File: config.mk
export PLATFORM = sky130hd
export DESIGN_NAME = rgb888_to_masked_pixel_bytes_core
export DESIGN_NICKNAME = d
export VERILOG_FILES = /design/src/rtl/core/rgbm_pkg.sv /design/src/rtl/core/rgbm_cfg.sv /design/src/rtl/core/rgbm_front.sv /design/src/rtl/core/rgbm_fifo.sv /design/src/rtl/core/rgbm_back.sv /design/src/rtl/core/rgb888_to_masked_pixel_bytes_core.sv
export SDC_FILE = /design/constraint.sdc
export NUM_CORES = 2
export LEC_CHECK = 0
export ABC_AREA = 1
export BUFFER_PORTS_ARGS = -buffer_cell sky130_fd_sc_hd__clkbuf_2
export CELL_PAD_IN_SITES_DETAIL_PLACEMENT = 1
export CELL_PAD_IN_SITES_GLOBAL_PLACEMENT = 2
export CORE_MARGIN = 3
export CORE_UTILIZATION = 44
export DETAILED_ROUTE_END_ITERATION = 7
export HOLD_SLACK_MARGIN = 0.08
export PLACE_DENSITY = 0.87
export SYNTH_ARGS = -nofsm -noshare
export SYNTH_HDL_FRONTEND = slang
export SYNTH_SLANG_ARGS = --single-unit
File: constraint.sdc
create_clock -name clk_i -period 23.1 [get_ports clk_i]
set_input_delay 3.465 -clock clk_i [delete_from_list [all_inputs] [get_ports clk_i]]
set_output_delay 3.465 -clock clk_i [all_outputs]
set_load 0.02 [all_outputs]
File: src/rtl/core/rgbm_pkg.sv
// Shared types, constants and helpers for the RGB888 to masked pixel byte converter.
`timescale 1ns / 1ps

package rgbm_pkg;

  localparam int unsigned NumChan   = 3;
  localparam int unsigned FifoDepth = 4;
  localparam int unsigned FifoPtrW  = $clog2(FifoDepth);
  localparam int unsigned ProdW     = 40;

  localparam logic [ProdW-1:0] RoundBias = 40'd127;

  // channel 0 red, 1 green, 2 blue
  localparam logic [31:0] MaxRst [NumChan] = '{32'hFF, 32'hFF, 32'hFF};
  localparam logic [4:0]  ShRst  [NumChan] = '{5'd16, 5'd8, 5'd0};
  localparam logic [2:0]  BppRst = 3'd4;

  typedef enum logic [2:0] {
    RegRedMask       = 3'd0,
    RegGreenMask     = 3'd1,
    RegBlueMask      = 3'd2,
    RegBytesPerPixel = 3'd3,
    RegMsbFirst      = 3'd4
  } cfg_reg_e;

  typedef struct packed {
    logic [31:0] max_val;
    logic [4:0]  shift;
  } chan_cfg_t;

  typedef struct packed {
    logic [1:0] last_idx;
    logic       msb_first;
  } fmt_cfg_t;

  // one base-256 digit of a long division by 255: returns {quotient digit, remainder}
  function automatic logic [15:0] div255_step(input logic [7:0] rem, input logic [7:0] digit);
    logic [15:0] t;
    logic [15:0] s;
    logic [7:0]  q;
    logic [15:0] r;
    t = {rem, digit};
    s = t + {8'd0, t[15:8]} + 16'd1;
    q = s[15:8];
    r = t - {q, 8'd0} + {8'd0, q};
    return {q, r[7:0]};
  endfunction

endpackage

File: src/rtl/core/rgbm_cfg.sv
// Configuration registers with a serial lowest-set-bit search per channel mask.
`timescale 1ns / 1ps

module rgbm_cfg (
  input  logic                                      clk_i,
  input  logic                                      rst_ni,
  input  logic                                      we_i,
  input  logic [2:0]                                idx_i,
  input  logic [31:0]                               wdata_i,
  output rgbm_pkg::chan_cfg_t [rgbm_pkg::NumChan-1:0] chan_o,
  output rgbm_pkg::fmt_cfg_t                        fmt_o,
  output logic                                      busy_o
);
  import rgbm_pkg::*;

  logic [31:0]        max_q [NumChan];
  logic [31:0]        max_d [NumChan];
  logic [4:0]         sh_q  [NumChan];
  logic [4:0]         sh_d  [NumChan];
  logic [NumChan-1:0] busy_q, busy_d;
  logic [NumChan-1:0] chan_we;
  logic [2:0]         bpp_q, bpp_d;
  logic               msb_q, msb_d;

  always_comb begin
    chan_we = '0;
    bpp_d   = bpp_q;
    msb_d   = msb_q;
    if (we_i) begin
      case (cfg_reg_e'(idx_i))
        RegRedMask:       chan_we[0] = 1'b1;
        RegGreenMask:     chan_we[1] = 1'b1;
        RegBlueMask:      chan_we[2] = 1'b1;
        RegBytesPerPixel: bpp_d = wdata_i[2:0];
        RegMsbFirst:      msb_d = wdata_i[0];
        default: ;
      endcase
    end
    for (int c = 0; c < NumChan; c++) begin
      max_d[c]  = max_q[c];
      sh_d[c]   = sh_q[c];
      busy_d[c] = busy_q[c];
      if (chan_we[c]) begin
        max_d[c]  = wdata_i;
        sh_d[c]   = 5'd0;
        busy_d[c] = 1'b1;
      end else if (busy_q[c]) begin
        if (max_q[c] == 32'd0 || max_q[c][0]) begin
          busy_d[c] = 1'b0;
        end else begin
          max_d[c] = max_q[c] >> 1;
          sh_d[c]  = sh_q[c] + 5'd1;
        end
      end
    end
  end

  always_ff @(posedge clk_i or negedge rst_ni) begin
    if (!rst_ni) begin
      for (int c = 0; c < NumChan; c++) begin
        max_q[c] <= MaxRst[c];
        sh_q[c]  <= ShRst[c];
      end
      busy_q <= '0;
      bpp_q  <= BppRst;
      msb_q  <= 1'b0;
    end else begin
      for (int c = 0; c < NumChan; c++) begin
        max_q[c] <= max_d[c];
        sh_q[c]  <= sh_d[c];
      end
      busy_q <= busy_d;
      bpp_q  <= bpp_d;
      msb_q  <= msb_d;
    end
  end

  always_comb begin
    for (int c = 0; c < NumChan; c++) begin
      chan_o[c].max_val = max_q[c];
      chan_o[c].shift   = sh_q[c];
    end
    fmt_o.msb_first = msb_q;
    case (bpp_q)
      3'd0, 3'd1: fmt_o.last_idx = 2'd0;
      3'd2:       fmt_o.last_idx = 2'd1;
      3'd3:       fmt_o.last_idx = 2'd2;
      default:    fmt_o.last_idx = 2'd3;
    endcase
  end

  assign busy_o = |busy_q;

endmodule

File: src/rtl/core/rgbm_front.sv
// Front pipeline: accepts pixels, rescales each channel to its field and packs the word.
`timescale 1ns / 1ps

module rgbm_front (
  input  logic                                      clk_i,
  input  logic                                      rst_ni,
  input  logic                                      in_valid_i,
  input  logic [31:0]                               pixel_i,
  input  rgbm_pkg::chan_cfg_t [rgbm_pkg::NumChan-1:0] chan_i,
  output logic                                      ready_o,
  output logic                                      push_o,
  output logic [31:0]                               packed_o,
  input  logic                                      fifo_full_i
);
  import rgbm_pkg::*;

  logic [3:0]       vld_q, vld_d;
  logic             adv;

  logic [7:0]       s1_byte_q [NumChan];
  logic [ProdW-1:0] s2_x_q    [NumChan];
  logic [ProdW-1:0] s2_x_d    [NumChan];
  logic [15:0]      s3_hi_q   [NumChan];
  logic [15:0]      s3_hi_d   [NumChan];
  logic [7:0]       s3_rem_q  [NumChan];
  logic [7:0]       s3_rem_d  [NumChan];
  logic [15:0]      s3_lo_q   [NumChan];
  logic [31:0]      s4_quot_q [NumChan];
  logic [31:0]      s4_quot_d [NumChan];

  logic [15:0]      st4 [NumChan];
  logic [15:0]      st3 [NumChan];
  logic [15:0]      st2 [NumChan];
  logic [15:0]      st1 [NumChan];
  logic [15:0]      st0 [NumChan];

  assign adv     = !(vld_q[3] && fifo_full_i);
  assign ready_o = adv;
  assign push_o  = vld_q[3] && !fifo_full_i;

  always_comb begin
    vld_d = vld_q;
    if (adv) begin
      vld_d = {vld_q[2:0], in_valid_i};
    end
  end

  always_comb begin
    for (int c = 0; c < NumChan; c++) begin
      s2_x_d[c] = ProdW'(s1_byte_q[c]) * ProdW'(chan_i[c].max_val) + RoundBias;

      st4[c] = div255_step(8'd0, s2_x_q[c][39:32]);
      st3[c] = div255_step(st4[c][7:0], s2_x_q[c][31:24]);
      st2[c] = div255_step(st3[c][7:0], s2_x_q[c][23:16]);
      s3_hi_d[c]  = {st3[c][15:8], st2[c][15:8]};
      s3_rem_d[c] = st2[c][7:0];

      st1[c] = div255_step(s3_rem_q[c], s3_lo_q[c][15:8]);
      st0[c] = div255_step(st1[c][7:0], s3_lo_q[c][7:0]);
      s4_quot_d[c] = {s3_hi_q[c], st1[c][15:8], st0[c][15:8]};
    end
  end

  always_comb begin
    packed_o = '0;
    for (int c = 0; c < NumChan; c++) begin
      packed_o = packed_o | (s4_quot_q[c] << chan_i[c].shift);
    end
  end

  always_ff @(posedge clk_i or negedge rst_ni) begin
    if (!rst_ni) begin
      vld_q <= '0;
    end else begin
      vld_q <= vld_d;
    end
  end

  always_ff @(posedge clk_i) begin
    if (adv) begin
      for (int c = 0; c < NumChan; c++) begin
        s1_byte_q[c] <= pixel_i[8*(NumChan-1-c) +: 8];
        s2_x_q[c]    <= s2_x_d[c];
        s3_hi_q[c]   <= s3_hi_d[c];
        s3_rem_q[c]  <= s3_rem_d[c];
        s3_lo_q[c]   <= s2_x_q[c][15:0];
        s4_quot_q[c] <= s4_quot_d[c];
      end
    end
  end

endmodule

File: src/rtl/core/rgbm_fifo.sv
// Short queue of packed pixel words between the front and back parts.
`timescale 1ns / 1ps

module rgbm_fifo (
  input  logic        clk_i,
  input  logic        rst_ni,
  input  logic        push_i,
  input  logic [31:0] data_i,
  output logic        full_o,
  input  logic        pop_i,
  output logic [31:0] data_o,
  output logic        empty_o
);
  import rgbm_pkg::*;

  logic [31:0]         mem_q [FifoDepth];
  logic [FifoPtrW-1:0] wr_ptr_q, rd_ptr_q;
  logic [FifoPtrW:0]   cnt_q, cnt_d;
  logic                do_push, do_pop;

  assign full_o  = cnt_q == (FifoPtrW+1)'(FifoDepth);
  assign empty_o = cnt_q == '0;
  assign do_push = push_i && !full_o;
  assign do_pop  = pop_i && !empty_o;
  assign data_o  = mem_q[rd_ptr_q];

  always_comb begin
    cnt_d = cnt_q;
    if (do_push && !do_pop) begin
      cnt_d = cnt_q + 1'b1;
    end else if (do_pop && !do_push) begin
      cnt_d = cnt_q - 1'b1;
    end
  end

  always_ff @(posedge clk_i or negedge rst_ni) begin
    if (!rst_ni) begin
      wr_ptr_q <= '0;
      rd_ptr_q <= '0;
      cnt_q    <= '0;
    end else begin
      if (do_push) begin
        wr_ptr_q <= wr_ptr_q + 1'b1;
      end
      if (do_pop) begin
        rd_ptr_q <= rd_ptr_q + 1'b1;
      end
      cnt_q <= cnt_d;
    end
  end

  always_ff @(posedge clk_i) begin
    if (do_push) begin
      mem_q[wr_ptr_q] <= data_i;
    end
  end

endmodule

File: src/rtl/core/rgbm_back.sv
// Back part: splits each packed word into bytes and holds the result item.
`timescale 1ns / 1ps

module rgbm_back (
  input  logic               clk_i,
  input  logic               rst_ni,
  input  logic [31:0]        word_i,
  input  logic               word_empty_i,
  output logic               word_pop_o,
  input  rgbm_pkg::fmt_cfg_t fmt_i,
  output logic               empty_o,
  input  logic               pop_i,
  output logic [7:0]         out_byte_o,
  output logic [1:0]         byte_position_o,
  output logic               last_byte_o
);
  import rgbm_pkg::*;

  logic        vld_q, vld_d;
  logic [31:0] word_q, word_d;
  logic [1:0]  idx_q, idx_d;
  logic [1:0]  sel;
  logic        is_last;

  assign is_last = idx_q == fmt_i.last_idx;
  assign sel     = fmt_i.msb_first ? (fmt_i.last_idx - idx_q) : idx_q;

  always_comb begin
    vld_d      = vld_q;
    word_d     = word_q;
    idx_d      = idx_q;
    word_pop_o = 1'b0;
    if (!vld_q || pop_i) begin
      if (vld_q && !is_last) begin
        idx_d = idx_q + 2'd1;
      end else if (!word_empty_i) begin
        word_d     = word_i;
        idx_d      = 2'd0;
        vld_d      = 1'b1;
        word_pop_o = 1'b1;
      end else begin
        vld_d = 1'b0;
      end
    end
  end

  always_ff @(posedge clk_i or negedge rst_ni) begin
    if (!rst_ni) begin
      vld_q <= 1'b0;
      idx_q <= 2'd0;
    end else begin
      vld_q <= vld_d;
      idx_q <= idx_d;
    end
  end

  always_ff @(posedge clk_i) begin
    word_q <= word_d;
  end

  assign empty_o         = !vld_q;
  assign out_byte_o      = word_q[{sel, 3'b000} +: 8];
  assign byte_position_o = idx_q;
  assign last_byte_o     = is_last;

endmodule

File: src/rtl/core/rgb888_to_masked_pixel_bytes_core.sv
// Top level of the RGB888 to masked pixel byte converter.
//
// Input queue side: a 0xRRGGBB pixel is taken on pixel_word_i at a clock edge
// with push high and full low. Output queue side: while empty is low the
// oldest byte sits on out_byte_o / byte_position_o / last_byte_o and is taken
// at an edge with pop high. Each pixel gives 1..4 bytes (bytes_per_pixel,
// clamped), in the configured byte order, the final one flagged.
// A pixel passes the front stages (byte capture, product, upper quotient digits,
// full quotient), the word queue and the byte register before its first byte
// appears. The front pipeline takes a pixel every cycle while full is low; the
// byte serializer emits one byte per cycle while pop is high.
// Writing a mask starts a serial lowest-set-bit search; full is held high
// until it ends. Reset restores the 0x00RRGGBB format, four bytes, LSB first,
// with no waiting items. When pop stays low the output holds, the four-word
// queue and the pipeline fill, and full rises.
`timescale 1ns / 1ps

module rgb888_to_masked_pixel_bytes_core (
  input  logic        clk_i,
  input  logic        rst_ni,
  input  logic        cfg_we_i,
  input  logic [2:0]  cfg_idx_i,
  input  logic [31:0] cfg_wdata_i,
  input  logic        push,
  output logic        full,
  input  logic [31:0] pixel_word_i,
  output logic        empty,
  input  logic        pop,
  output logic [7:0]  out_byte_o,
  output logic [1:0]  byte_position_o,
  output logic        last_byte_o
);
  import rgbm_pkg::*;

  chan_cfg_t [NumChan-1:0] chan_cfg;
  fmt_cfg_t                fmt_cfg;
  logic                    cfg_busy;
  logic                    front_ready;
  logic                    front_push;
  logic [31:0]             front_word;
  logic                    fifo_full;
  logic                    fifo_empty;
  logic                    fifo_pop;
  logic [31:0]             fifo_word;

  assign full = cfg_busy || !front_ready;

  rgbm_cfg u_cfg (
    .clk_i   (clk_i),
    .rst_ni  (rst_ni),
    .we_i    (cfg_we_i),
    .idx_i   (cfg_idx_i),
    .wdata_i (cfg_wdata_i),
    .chan_o  (chan_cfg),
    .fmt_o   (fmt_cfg),
    .busy_o  (cfg_busy)
  );

  rgbm_front u_front (
    .clk_i       (clk_i),
    .rst_ni      (rst_ni),
    .in_valid_i  (push && !full),
    .pixel_i     (pixel_word_i),
    .chan_i      (chan_cfg),
    .ready_o     (front_ready),
    .push_o      (front_push),
    .packed_o    (front_word),
    .fifo_full_i (fifo_full)
  );

  rgbm_fifo u_fifo (
    .clk_i   (clk_i),
    .rst_ni  (rst_ni),
    .push_i  (front_push),
    .data_i  (front_word),
    .full_o  (fifo_full),
    .pop_i   (fifo_pop),
    .data_o  (fifo_word),
    .empty_o (fifo_empty)
  );

  rgbm_back u_back (
    .clk_i           (clk_i),
    .rst_ni          (rst_ni),
    .word_i          (fifo_word),
    .word_empty_i    (fifo_empty),
    .word_pop_o      (fifo_pop),
    .fmt_i           (fmt_cfg),
    .empty_o         (empty),
    .pop_i           (pop),
    .out_byte_o      (out_byte_o),
    .byte_position_o (byte_position_o),
    .last_byte_o     (last_byte_o)
  );

endmodule

==> impl_metrics.ini <==
[synth]
synth.largest_area_cell = edfxtp_1
yosysTopAreaCellShare_pct = 25.3
netlist_area_um2 = 61700
synth_seq_cells = 652
avgSynthCellArea_um2 = 8.26
synth.distinct_cells = 65
synth_ff_type = edfxtp_1
async_flop_share_pct = 20.2
ys_warn_count = 0
ys_seq_area_share_pct = 30.7
synth_area_leaders = edfxtp_1 (25%), fa_1 (18%), nand2_1 (11%)
synthCells = 7467
syn_nets = 8519
synth_enable_flop_cells = 520

[setup_path]
critical_path_required_ps = 23500
crit_top_cell = nand2_1
critical_path.startpoint_type = flop
cp.arrival_ps = 8240
crit_fanout = 5
crit_path_end_kind = flop
slowest_stage = nor4_1
critPathMaxStageDelay_ps = 430
crit_type = flop to flop

[sta]
finalHoldViolCount = 0
worst_slew_pin_slew_ps = 1370
finalSetupViolCount = 0
fmax_ghz = 0.128
fin_skew_ps = 69.0
slew-limit-headroom_pct = 7.28
maxSlewViolCount = 0
fin_crit_ps = 7840
final.setup.tns_ps = 0
grt_setup_unrepaired = no
min_period_over_period_pct = 33.9

[drt]
viasPerCell = 5.28
avgRoutedWirePerCell_um = 19.3
final_antenna_net_count = 0
dr.pass1.iters = 5
drt_iter0_drc = 2479
vias = 49100
route.detailed.drc = 0
routed_wl_mm = 179

[hold_path]
hp-class = flop to flop

[placed_design]
dp_hpwl_mm = 143
io_buffers = 76
gp_congestion = 0.890

[flow_run]
cap_violations = 0

[grt]
grt_pass1_vias = 53100
antenna_found_initial = 0
grt_util_all_layers_pct = 25.1
grt_pass1_wl_mm = 291
overflow = 0
grt_start_max_net_pins = 80

[clocking]
cts_sinks = 652
clock_path_buffers = 3
clk_pin_slew_ps = 60
htree_levels = 3
hold_buffers = 0
cts_resized = 0
cts_tree = built
clk_latency_ps = 710
postCtsSetupBuffers = 0
cts_buffers = 79
root_buffer = clkbuf_16

[final_layout]
nFillCells = 16600
drive_gt1_share_pct = 4.99
antenna_cells = 0
final_nets = 8419
area_growth_pct = 7.69

[floorplan]
core-area_um2 = 138000
ios = 85
rows = 136
die_area_um2 = 145000
die_height_um = 380
initial_core_util_pct = 44.6
die_x_um = 380

[status]
status = completed
[critical path, delay by kind of cell, from the launching register on]
family,cells,cell delay (ps)
AND/OR/NAND/NOR,28,3190
adder cells (fa/ha/maj),6,1810
AO/OA/AOI/OAI,9,1500
flip-flops,1,390
XOR/XNOR,1,360
buffers and inverters,4,310
[through the flow]
step	instances	worst slack, ps	instance area, um^2	util (%)	hold WS [ps]
6_report	9297	15260	66400	48.0	371
3_5_place_dp	9149	15290	63600	46.0	405
4_1_cts	9297	15220	66400	48.0	365
2_1_floorplan	7467	7580	61700	-	400
5_1_grt	9297	14310	66400	48.0	383
3_3_place_gp	9149	15680	63600	46.0	402
[flip-flops by register name, summed over array words and instances (netlist names), 4 cells and up]
register,cells
u_front.vld_q,4
u_front.s1_byte_q,24
u_front.s3_lo_q,48
u_cfg.chan_o,111
u_front.s2_x_q,120
u_front.s3_rem_q,24
u_fifo.mem_q,128
u_back.word_q,32
u_front.s3_hi_q,48
u_front.s4_quot_q,96
[cells in the final DEF, fill, tap and decap left out, types with 20 or more instances in the layout]
cell,synthesis,final
o211ai_1,110,110
nand2_1,1814,1811
nor4_1,23,23
inv_1,1555,1555
edfxtp_1,520,520
fa_1,568,568
ha_1,412,412
a21o_1,32,32
o22ai_1,43,43
nand3_1,232,231
clkbuf_16,0,80
a21oi_1,273,273
nand4_1,55,55
buf_4,3,61
dfstp_2,27,27
nor3_1,33,33
clkbuf_2,0,75
xor2_1,159,159
dfrtp_1,105,105
xnor2_1,53,53
a31oi_1,70,70
nor2_1,398,394
o21ai_1,20,20
o21ai_0,435,435
[final cells by class]
| type | count | area, um^2 | area share, % |
|---|---|---|---|
| clock inverter | 48 | 693 | 1.04 |
| clock buffer | 100 | 2140 | 3.22 |
| sequential | 652 | 19000 | 28.5 |
| tap | 1863 | 2330 | 3.51 |
| inverter | 1568 | 5890 | 8.86 |
| multi-input combinational | 4929 | 35600 | 53.6 |
| timing repair buffer | 137 | 845 | 1.27 |
[cell usage after synthesis, types with 70 or more instances]
library cell and instances:
clkbuf_1 249, ha_1 412, a31oi_1 70, dfrtp_1 105
fa_1 568, edfxtp_1 520, o21ai_0 435, xor2_1 159
a21oi_1 273, inv_1 1555, nand2_1 1814, nor2_1 398
nand3_1 232, o211ai_1 110
[logic make-up after synthesis]
logic type	count (synthesis)	share of synthesized area [%]
AO/OA/AOI/OAI	1083	10.1
buffers and inverters	1886	11.7
multiplexers	20	0.327
XOR/XNOR	214	3.06
adder cells (fa/ha/maj)	980	26.8
flip-flops	652	30.7
AND/OR/NAND/NOR	2632	17.3
[per-layer routing]
layer	vias to the layer above	track usage (%)	wire, um
met3	206	2.85	6550
li1	23300	-	-
met4	0	6.83	4920
met1	24800	33.7	81700
met5	-	0	0
met2	758	43.0	86300
[worst paths after layout]
path                       slack, ps  cells after the start                   from                       to
setup / recovery               15260                     48  u_front.s2_x_q[0][75]  u_front.s3_rem_q[0][15]
hold / removal                   370                      0  u_front.s2_x_q[0][54]   u_front.s3_lo_q[0][30]
setup reg to reg               15260                     48  u_front.s2_x_q[0][75]  u_front.s3_rem_q[0][15]
hold reg to reg                  370                      0  u_front.s2_x_q[0][54]   u_front.s3_lo_q[0][30]
max in group asynchronous      19260                      2                 rst_ni         u_cfg.chan_o[61]
min in group asynchronous       2630                      1                 rst_ni          u_fifo.cnt_q[0]
Power is left out: the tool's default activity adds up to more than one toggle a clock period on the data nets, which glitch-free logic cannot reach.
